<file path="src/rtl/msp_pkg.sv">
// Package for the matrix saddle point search block.
// Holds the word types, sizes, register indexes and sequencer states.
// Used by the top level and by the checker; depends on nothing.
package msp_pkg;

  localparam int MSP_MAX_ROWS    = 8;
  localparam int MSP_MAX_COLUMNS = 8;

  localparam int IDX_W   = 3;
  localparam int VAL_W   = 32;
  localparam int CNT_W   = 4;
  localparam int CFG_IDX_W = 1;

  localparam logic [CFG_IDX_W-1:0] REG_ROW_COUNT    = 1'd0;
  localparam logic [CFG_IDX_W-1:0] REG_COLUMN_COUNT = 1'd1;

  localparam logic [CNT_W-1:0] COUNT_RESET = 4'd8;

  localparam logic CMD_WRITE = 1'b0;
  localparam logic CMD_FIND  = 1'b1;

  typedef struct packed {
    logic                    command;
    logic [IDX_W-1:0]        row_index;
    logic [IDX_W-1:0]        column_index;
    logic signed [VAL_W-1:0] element_value;
  } msp_in_t;

  typedef struct packed {
    logic signed [VAL_W-1:0] point_value;
    logic [IDX_W-1:0]        point_row;
    logic [IDX_W-1:0]        point_column;
    logic                    is_point;
    logic                    last_point;
  } msp_out_t;

  typedef enum logic [2:0] {
    ST_IDLE,
    ST_MIN,
    ST_MAX,
    ST_SCAN,
    ST_FLUSH,
    ST_FINAL
  } msp_state_t;

endpackage

</file>
<file path="src/rtl/msp_ram.sv">
// Generic single-write, single-read RAM with a registered read port.
// Used for the matrix store; depends on nothing.
module msp_ram #(
  parameter int WIDTH = 32,
  parameter int DEPTH = 64,
  localparam int AW = (DEPTH > 1) ? $clog2(DEPTH) : 1
) (
  input  logic             clk,
  input  logic             we,
  input  logic [AW-1:0]    waddr,
  input  logic [WIDTH-1:0] wdata,
  input  logic [AW-1:0]    raddr,
  output logic [WIDTH-1:0] rdata
);

  logic [WIDTH-1:0] mem [DEPTH];

  always_ff @(posedge clk) begin
    if (we) begin
      mem[waddr] <= wdata;
    end
    rdata <= mem[raddr];
  end

endmodule

</file>
<file path="src/rtl/matrix_saddle_point_search.sv">
// A write word gives no result and leaves busy low, so writes go one per cycle while idle.
// A find word keeps busy high until the search over the rows and columns in use is done.
// Three passes walk the store, one element per cycle through its single read port
// and one compare unit.
// Each result is strobed when the next one is found; the final one is strobed as busy falls.
// Synchronous reset marks the store unwritten so it reads as zero, sets the counts to eight and the sequencer to idle.
module matrix_saddle_point_search import msp_pkg::*; #(
  parameter int MAX_ROWS    = MSP_MAX_ROWS,
  parameter int MAX_COLUMNS = MSP_MAX_COLUMNS
) (
  input  logic                 clk,
  input  logic                 rst,
  input  logic                 start,
  output logic                 busy,
  input  msp_in_t              item,
  output logic                 strobe,
  output msp_out_t             result,
  input  logic                 cfg_valid,
  output logic                 cfg_ready,
  input  logic [CFG_IDX_W-1:0] cfg_index,
  input  logic [CNT_W-1:0]     cfg_data
);

  localparam int DEPTH = MAX_ROWS * MAX_COLUMNS;
  localparam int AW = (DEPTH > 1) ? $clog2(DEPTH) : 1;
  localparam int RW = (MAX_ROWS > 1) ? $clog2(MAX_ROWS) : 1;
  localparam int CW = (MAX_COLUMNS > 1) ? $clog2(MAX_COLUMNS) : 1;

  msp_state_t state, state_next;

  logic [CNT_W-1:0] row_count, column_count;
  logic [CNT_W-1:0] rows_used, cols_used;

  logic [RW-1:0] r, r_next;
  logic [CW-1:0] c, c_next;
  logic issue, end_col, last_cell;

  logic          d_v;
  msp_state_t    d_state;
  logic [RW-1:0] d_r;
  logic [CW-1:0] d_c;
  logic          d_written;

  logic [DEPTH-1:0] written;
  logic [AW-1:0]    raddr, waddr;
  logic             we;
  logic [VAL_W-1:0] rdata;

  logic signed [VAL_W-1:0] row_min [MAX_ROWS];
  logic signed [VAL_W-1:0] col_max [MAX_COLUMNS];

  logic signed [VAL_W-1:0] data, operand;
  logic lt, eq, eq_row, match;

  logic     pend_v;
  msp_out_t pend;

  assign busy      = (state != ST_IDLE);
  assign cfg_ready = 1'b1;

  always_ff @(posedge clk) begin
    if (rst) begin
      row_count    <= COUNT_RESET;
      column_count <= COUNT_RESET;
    end else if (cfg_valid && cfg_ready) begin
      case (cfg_index)
        REG_ROW_COUNT:    row_count <= cfg_data;
        REG_COLUMN_COUNT: column_count <= cfg_data;
        default: ;
      endcase
    end
  end

  always_comb begin
    if (row_count == '0) begin
      rows_used = CNT_W'(1);
    end else if (row_count > CNT_W'(MAX_ROWS)) begin
      rows_used = CNT_W'(MAX_ROWS);
    end else begin
      rows_used = row_count;
    end
    if (column_count == '0) begin
      cols_used = CNT_W'(1);
    end else if (column_count > CNT_W'(MAX_COLUMNS)) begin
      cols_used = CNT_W'(MAX_COLUMNS);
    end else begin
      cols_used = column_count;
    end
  end

  // Element writes go straight into the store while idle.
  assign we = start && !busy && (item.command == CMD_WRITE)
              && (CNT_W'(item.row_index) < CNT_W'(MAX_ROWS))
              && (CNT_W'(item.column_index) < CNT_W'(MAX_COLUMNS));
  assign waddr = AW'(AW'(RW'(item.row_index)) * AW'(MAX_COLUMNS) + AW'(CW'(item.column_index)));
  assign raddr = AW'(AW'(r) * AW'(MAX_COLUMNS) + AW'(c));

  msp_ram #(
    .WIDTH(VAL_W),
    .DEPTH(DEPTH)
  ) u_store (
    .clk  (clk),
    .we   (we),
    .waddr(waddr),
    .wdata(item.element_value),
    .raddr(raddr),
    .rdata(rdata)
  );

  // Entries never written since reset read as zero.
  always_ff @(posedge clk) begin
    if (rst) begin
      written <= '0;
    end else if (we) begin
      written[waddr] <= 1'b1;
    end
  end

  always_ff @(posedge clk) begin
    if (rst) begin
      state <= ST_IDLE;
      r     <= '0;
      c     <= '0;
      d_v   <= 1'b0;
    end else begin
      state <= state_next;
      r     <= r_next;
      c     <= c_next;
      d_v   <= issue;
    end
  end

  always_ff @(posedge clk) begin
    d_state   <= state;
    d_r       <= r;
    d_c       <= c;
    d_written <= written[raddr];
  end

  always_comb begin
    issue      = (state == ST_MIN) || (state == ST_MAX) || (state == ST_SCAN);
    end_col    = (CNT_W'(c) == cols_used - CNT_W'(1));
    last_cell  = end_col && (CNT_W'(r) == rows_used - CNT_W'(1));
    state_next = state;
    r_next     = r;
    c_next     = c;
    if (issue) begin
      if (end_col) begin
        c_next = '0;
        r_next = last_cell ? '0 : RW'(r + RW'(1));
      end else begin
        c_next = CW'(c + CW'(1));
      end
    end
    case (state)
      ST_IDLE: begin
        if (start && (item.command == CMD_FIND)) begin
          state_next = ST_MIN;
          r_next     = '0;
          c_next     = '0;
        end
      end
      ST_MIN:   if (last_cell) state_next = ST_MAX;
      ST_MAX:   if (last_cell) state_next = ST_SCAN;
      ST_SCAN:  if (last_cell) state_next = ST_FLUSH;
      ST_FLUSH: state_next = ST_FINAL;
      ST_FINAL: state_next = ST_IDLE;
      default:  state_next = ST_IDLE;
    endcase
  end

  // The one compare unit serves all three passes.
  always_comb begin
    data    = d_written ? $signed(rdata) : '0;
    operand = (d_state == ST_MIN) ? row_min[d_r] : col_max[d_c];
    lt      = data < operand;
    eq      = data == operand;
    eq_row  = data == row_min[d_r];
    match   = d_v && (d_state == ST_SCAN) && eq && eq_row;
  end

  always_ff @(posedge clk) begin
    if (d_v) begin
      case (d_state)
        ST_MIN: if (d_c == '0 || lt) row_min[d_r] <= data;
        ST_MAX: if (d_r == '0 || (!lt && !eq)) col_max[d_c] <= data;
        default: ;
      endcase
    end
  end

  // A found point is held back one step so the final one can be marked.
  always_ff @(posedge clk) begin
    if (rst) begin
      strobe <= 1'b0;
      pend_v <= 1'b0;
    end else if (state == ST_FINAL) begin
      strobe <= 1'b1;
      pend_v <= 1'b0;
    end else if (match) begin
      strobe <= pend_v;
      pend_v <= 1'b1;
    end else begin
      strobe <= 1'b0;
    end
  end

  always_ff @(posedge clk) begin
    if (state == ST_FINAL) begin
      if (pend_v) begin
        result <= '{pend.point_value, pend.point_row, pend.point_column, pend.is_point, 1'b1};
      end else begin
        result.point_value  <= '0;
        result.point_row    <= '0;
        result.point_column <= '0;
        result.is_point     <= 1'b0;
        result.last_point   <= 1'b1;
      end
    end else if (match) begin
      result             <= pend;
      pend.point_value   <= data;
      pend.point_row     <= IDX_W'(d_r);
      pend.point_column  <= IDX_W'(d_c);
      pend.is_point      <= 1'b1;
      pend.last_point    <= 1'b0;
    end
  end

endmodule

</file>
<file path="config.mk">
export PLATFORM = sky130hd
export DESIGN_NAME = matrix_saddle_point_search
export DESIGN_NICKNAME = d
export VERILOG_FILES = /design/src/rtl/msp_pkg.sv /design/src/rtl/msp_ram.sv /design/src/rtl/matrix_saddle_point_search.sv
export SDC_FILE = /design/constraint.sdc
export NUM_CORES = 2
export LEC_CHECK = 0
export ABC_CLOCK_PERIOD_IN_PS = 9510
export BUFFER_PORTS_ARGS = -buffer_cell sky130_fd_sc_hd__buf_2
export CORE_MARGIN = 5
export CORE_UTILIZATION = 41
export DETAILED_ROUTE_END_ITERATION = 8
export GPL_TIMING_DRIVEN = 0
export SYNTH_ARGS = -nofsm -noshare
export SYNTH_HDL_FRONTEND = slang
export SYNTH_SLANG_ARGS = --single-unit
</file>
<file path="constraint.sdc">
create_clock -name clk -period 9.51 [get_ports clk]
set_input_delay 1.902 -clock clk [delete_from_list [all_inputs] [get_ports clk]]
set_output_delay 1.902 -clock clk [all_outputs]
set_load 0.01 [all_outputs]
</file>
# After elaboration in Yosys (flattened, before gate mapping)
# Memory sizes are Yosys's and may differ from the RTL's. A register that Yosys moved wholly into a read port is not among the register bits.
# Index checks and enable logic that the tools add are counted.
# classes
bitwise_logic,4
magnitude_cmp,6
eq_ne,16
mux,39
reduce_logical,28
add_sub_neg,6
# ops
operator,n
$mux W40,3
$eq A32 B32 Y1,2
$mux W32,2
$or A64 B64 Y64,1
$mux W3,13
$lt A32 B32 Y1,1
$mux W4,4
$pmux W3 S5,1
$lt A6 B7 Y1 const B,2
$mux W1,14
$add A6 B3 Y6,2
$eq A3 B2 Y1 const B,4
$logic_and A1 B1 Y1,9
$logic_not A3 Y1,3
$eq A3 B4 Y1,2
$gt A4 B4 Y1 const B,2
$logic_not A4 Y1,2
$ne A2 B2 Y1 const B,4
$sub A4 B1 Y4 const B,2
$add A3 B1 Y3 const B,2
$bmux W1 S6,1
$demux W1 S6,1
$eq A3 B1 Y1 const B,2
$eq A3 B3 Y1 const B,2
other kinds (9),18
# word_totals
reg_bits,172
out_inout_bits,43
wordCells,123
mem_count,3
input_bits,48
ram_bits,2560
# mem_list
memory,words,width,rd,rd_ports_with_merged_regs,wr,line_no,source
u_store.mem,64,32,1,1,1,msp_ram.sv:16,logic [WIDTH-1:0] mem [DEPTH];
col_max,8,32,1,1,1,matrix_saddle_point_search.sv:50,logic signed [VAL_W-1:0] col_max [MAX_COLUMNS];
row_min,8,32,1,1,1,matrix_saddle_point_search.sv:49,logic signed [VAL_W-1:0] row_min [MAX_ROWS];

# Longest topological paths before layout
# depth
ltp_word,11
depth_mapped,19
depth_no_buf,16

# Modules after synthesis
# Synthesis repeated with hierarchy kept, for this count alone.
# hier_totals
cells_unflattened,5069
area_unflattened_um2,106027.9
# by_module_without_submodules
module,n_inst,cells_each,seq_area_each_um2,area_each_um2
msp_ram,1,3324,62139.6,78515.3
matrix_saddle_point_search,1,1745,19598.8,27512.6

# Worst setup path after synthesis
# Ideal clock, no wire load.
# synth_timing
path_type,flip-flop to flip-flop
startpoint,reg d_c[2]
endpoint,mem row_min[2][0] (enable)
arrival_ps,6511
path_stages_with_launch,17
synth_period_minus_slack_ps,7013
setup_ps,502
required_ps,9008
path_buffers,5
setup_slack_ps,2497
cell_sequence,dfxtp_1 clkbuf_1 clkbuf_1 clkbuf_1 clkbuf_1 buf_2 o22ai_1 o21ai_0 ha_1 nor2b_1 o211ai_1 a21oi_1 o31a_1 o21ai_0 and3_1 nor3_1 nor4_1
# synth_via
elab_chain_cells,6
# synth_rtl
element,line_no,source
from (decl),matrix_saddle_point_search.sv:41,logic [CW-1:0] d_c;
from (signal assigned),matrix_saddle_point_search.sv:136,d_c <= c;
$logic_not A3 Y1,matrix_saddle_point_search.sv:185,ST_MIN: if (d_c == '0 || lt) row_min[d_r] <= data;
$logic_or A1 B1 Y1,matrix_saddle_point_search.sv:185,
$mux W1,matrix_saddle_point_search.sv:185,
$mux W1,matrix_saddle_point_search.sv:184,case (d_state)
$mux W1,matrix_saddle_point_search.sv:183,if (d_v) begin
$mux W1 (implied by the code),matrix_saddle_point_search.sv:185,
to (decl),matrix_saddle_point_search.sv:49,
# Every way passes these cells.

# Final worst setup path
# layout_timing
startpoint,reg d_c[2]
endpoint,mem row_min[3][24] (enable)
# The elaborated chain is that of the path after synthesis.

==> qor.json <==
{
  "cell_types_occupying_the_most_area_after_synthesis": "sky130_fd_sc_hd__edfxtp_1 (75%), sky130_fd_sc_hd__mux4_2 (15%), sky130_fd_sc_hd__dfxtp_1 (2.4%)",
  "cts_tree": "yes",
  "first_global_vias": 53650,
  "fp.dieH_um": 518.4,
  "cts_hold_repair.buffers": 0,
  "place.detailed.hpwl_um": 185000,
  "final-max-slew-violation-count": 0,
  "worst_hold_path.endpoint": "d_state[2]$_DFF_P_",
  "groute.usage.overall_pct": 21.30,
  "cts_max_level": 5,
  "synth_commonest_cells": "sky130_fd_sc_hd__edfxtp_1 (2638), sky130_fd_sc_hd__mux4_2 (695), sky130_fd_sc_hd__nor2_1 (261)",
  "grt_overflow": 0,
  "area.growth.synth_to_final_pct": 15.46,
  "cts_inserted_buffers": 299,
  "worstPathArrival_ns": 8.21,
  "routabilityCongestion": 0.8952,
  "firstDrtPassIters": 6,
  "timing.hold.worst.class": "flop to flop",
  "ctsRootBufferMaster": "sky130_fd_sc_hd__clkbuf_16",
  "period_needed_ns": 7.654,
  "fin_util_pct": 47.58,
  "layout-drive-gt1-share_pct": 27.95,
  "pwr_density_cell_nw_per_um2": 205.2,
  "timing_hold_violations_final": 0,
  "rsz_0062_raised_after_global_routing": "no",
  "port_buffer_count": 85,
  "design_power_total_w": 0.02511,
  "relSlewSlack_pct": 4.519,
  "outcome": "complete, no violations",
  "antenna_found_initial": 27,
  "ys_async_sr_fraction_pct": 0,
  "reg2reg_depth": 20,
  "required_ns": 10.07,
  "cts_num_sinks": 2764,
  "syn-instance-count": 4868,
  "drtIter0Drc": 6921,
  "syn_area_um2": 106000,
  "total_die_area_um2": 268800,
  "start_util_pct": 41.21,
  "clock_tree.buffer_depth": 4,
  "synthesis.nets": 4952,
  "worst_setup_hold_path_clk_slew_ns": 0.06,
  "cts-resized-gates": 0,
  "synth-seq-area-share_pct": 77.12,
  "max-cap-violations": 0,
  "ios": 91,
  "area_inside_the_core_boundary_um2": 257200,
  "wire_per_inst_um": 32.30,
  "die_width_um": 518.4,
  "synth-warning-count": 0,
  "skew_ns": 0.06129,
  "worstPathMaxFanout": 10,
  "synthDistinctLibCells": 72,
  "syn_avg_cell_area_um2": 21.77,
  "grt_first_pass_wirelength_um": 407800,
  "post-synth-top-count-cell": "sky130_fd_sc_hd__edfxtp_1",
  "critical_path_class": "flop to flop",
  "clock.fmax_mhz": 130.7,
  "power_leakage_nw": 36.92,
  "synth-seq-cells": 2764,
  "synth_top_area_share_pct": 74.74,
  "fin_nets": 5457,
  "worst_r2r_endpoint": "row_min[3][24]$_DFFE_PP_",
  "drc": 0,
  "synth_enable_flop_cells": 2638,
  "worst_hold_path_depth": 0,
  "ant_nets": 0,
  "final.period_utilization_pct": 80.48,
  "setup_viol": 0,
  "grt_max_degree": 65,
  "worst_reg2reg_setup_slack_ns": 1.86,
  "rows": 186,
  "drt-total-wl_um": 290400,
  "synth_top_cell_by_area": "sky130_fd_sc_hd__edfxtp_1",
  "post-cts-setup-buffers": 0,
  "worstHoldStart": "state[2]$_SDFFE_PP0P_",
  "tightestPinTransition_ns": 1.432,
  "kind_of_start_point_of_the_critical_path": "flop",
  "setup.worst_path.end_class": "flop",
  "dominantRegCellSynth": "sky130_fd_sc_hd__edfxtp_1",
  "dr_total_vias": 53110,
  "insertion_delay_ns": 0.94,
  "viasPerCell": 5.907,
  "timing.rr.start": "d_c[2]$_DFF_P_",
  "max-vdd-ir-drop_uv": 189.7
}
-- through the flow --
| step | setup TNS, ns | cells | instance area, µm² | setup slack, ns | hold WS [ns] |
|---|---|---|---|---|---|
| finish | 0 | 8992 | 122400 | 1.856 | 0.3521 |
| global route | 0 | 8980 | 122300 | 1.466 | 0.3580 |
| CTS | 0 | 8977 | 122300 | 1.619 | 0.3550 |
| detailed placement | 0 | 8456 | 113200 | 1.662 | 0.3367 |
| global placement | -805.03 | 8337 | 110600 | -3.358 | 0.3375 |
| floorplan | 0 | 4868 | 106000 | 2.497 | 0.3258 |
-- where the power goes --
group	internal [W]	switching (W)	leakage, nW
logic	0.000284	0.000516	8.16
clock network	0.00639	0.00460	4.47
registers	0.0133	0.00000995	24.3
-- how the worst max path moves through the flow --
stage                               from                       end  slack [ns]  cells after the start
after detailed placement  d_c[2]$_DFF_P_  row_min[6][26]$_DFFE_PP_        1.66                     20
final                     d_c[2]$_DFF_P_  row_min[3][24]$_DFFE_PP_        1.86                     20
after CTS                 d_c[2]$_DFF_P_  row_min[3][24]$_DFFE_PP_        1.62                     20
after global placement    d_c[2]$_DFF_P_  row_min[2][14]$_DFFE_PP_       -3.36                     16
after floorplan           d_c[2]$_DFF_P_   row_min[2][0]$_DFFE_PP_        2.50                     16
after global routing      d_c[2]$_DFF_P_  row_min[3][24]$_DFFE_PP_        1.47                     20
-- critical path, cell delays in order (launching register included) --
cell and delay, ns:
sky130_fd_sc_hd__dfxtp_1 0.51, sky130_fd_sc_hd__clkbuf_1 0.31, sky130_fd_sc_hd__clkbuf_1 0.53, sky130_fd_sc_hd__clkbuf_1 0.93, sky130_fd_sc_hd__clkbuf_1 0.65, sky130_fd_sc_hd__mux2i_1 0.21, sky130_fd_sc_hd__o311ai_0 0.84, sky130_fd_sc_hd__nand2_1 0.20
sky130_fd_sc_hd__ha_1 0.35, sky130_fd_sc_hd__a21o_1 0.16, sky130_fd_sc_hd__a21o_1 0.17, sky130_fd_sc_hd__a21oi_1 0.13, sky130_fd_sc_hd__o21ai_0 0.12, sky130_fd_sc_hd__o21ai_0 0.27, sky130_fd_sc_hd__and3_1 0.25, sky130_fd_sc_hd__nor3_2 0.13
sky130_fd_sc_hd__nor4_2 0.73, sky130_fd_sc_hd__buf_4 0.28, sky130_fd_sc_hd__buf_4 0.19, sky130_fd_sc_hd__buf_6 0.15, sky130_fd_sc_hd__buf_4 0.19
-- cell usage in the layout, fill, tap and decap left out, drive strengths merged, types with 23 or more instances in the layout --
cell    Yosys  layout
a21oi      54      54
mux4      695     695
o21ai      71      71
dfxtp     126     126
edfxtp   2638    2638
inv        36      39
mux2       87      87
buf       121     325
mux2i      80      80
nand2     109     109
nor2      261     261
xnor2      28      28
o22ai      23      23
ha         36      36
nor2b      53      53
a221oi     51      51
clkinv      0     110
a22oi      34      34
clkbuf    139     522
-- layout make-up --
class,count,area [µm²]
inverter,36,135.1
antenna,15,37.54
clock inverter,138,1071
buffer,260,1145
sequential,2764,81740
timing repair buffer,204,2354
tap,3384,4234
multi-input combinational,1808,23570
clock buffer,383,8082
fill,20890,134800
-- per-layer routing --
layer  vias to the layer above  global-route usage, %  wire, µm  share of wire (%)
met5                         -                      0        51              0.018
met4                         8                  7.901     12090                4.2
met3                       606                  4.498     25150                8.7
met2                      2667                  33.85    137800                 47
met1                     28400                  29.19    115300                 40
li1                      21430                      -         -                  -
-- state kept, by name, indices dropped and copies added (netlist names) --
register and count:
u_store.mem 2048, col_max 256, row_min 256, written 64
result 40, pend 38, u_store.rdata 32, column_count 4
row_count 4, c 3, d_c 3, d_r 3
d_state 3, r 3, state 3, d_v 1
d_written 1, pend_v 1, strobe 1
-- logic make-up (layout without fill, tap and decap cells) --
group | Yosys count | count (layout) | synth area share [%]
AND/OR/NAND/NOR | 550 | 550 | 2.391
other | 1 | 16 | 0.003538
multiplexers | 862 | 862 | 16.45
adder cells (fa/ha/maj) | 36 | 36 | 0.4250
AO/OA/AOI/OAI | 325 | 325 | 2.120
buffers and inverters | 296 | 1021 | 1.208
flip-flops | 2764 | 2764 | 77.12
XOR/XNOR | 34 | 34 | 0.2810
Note: power is estimated with default switching activity, not from simulation.
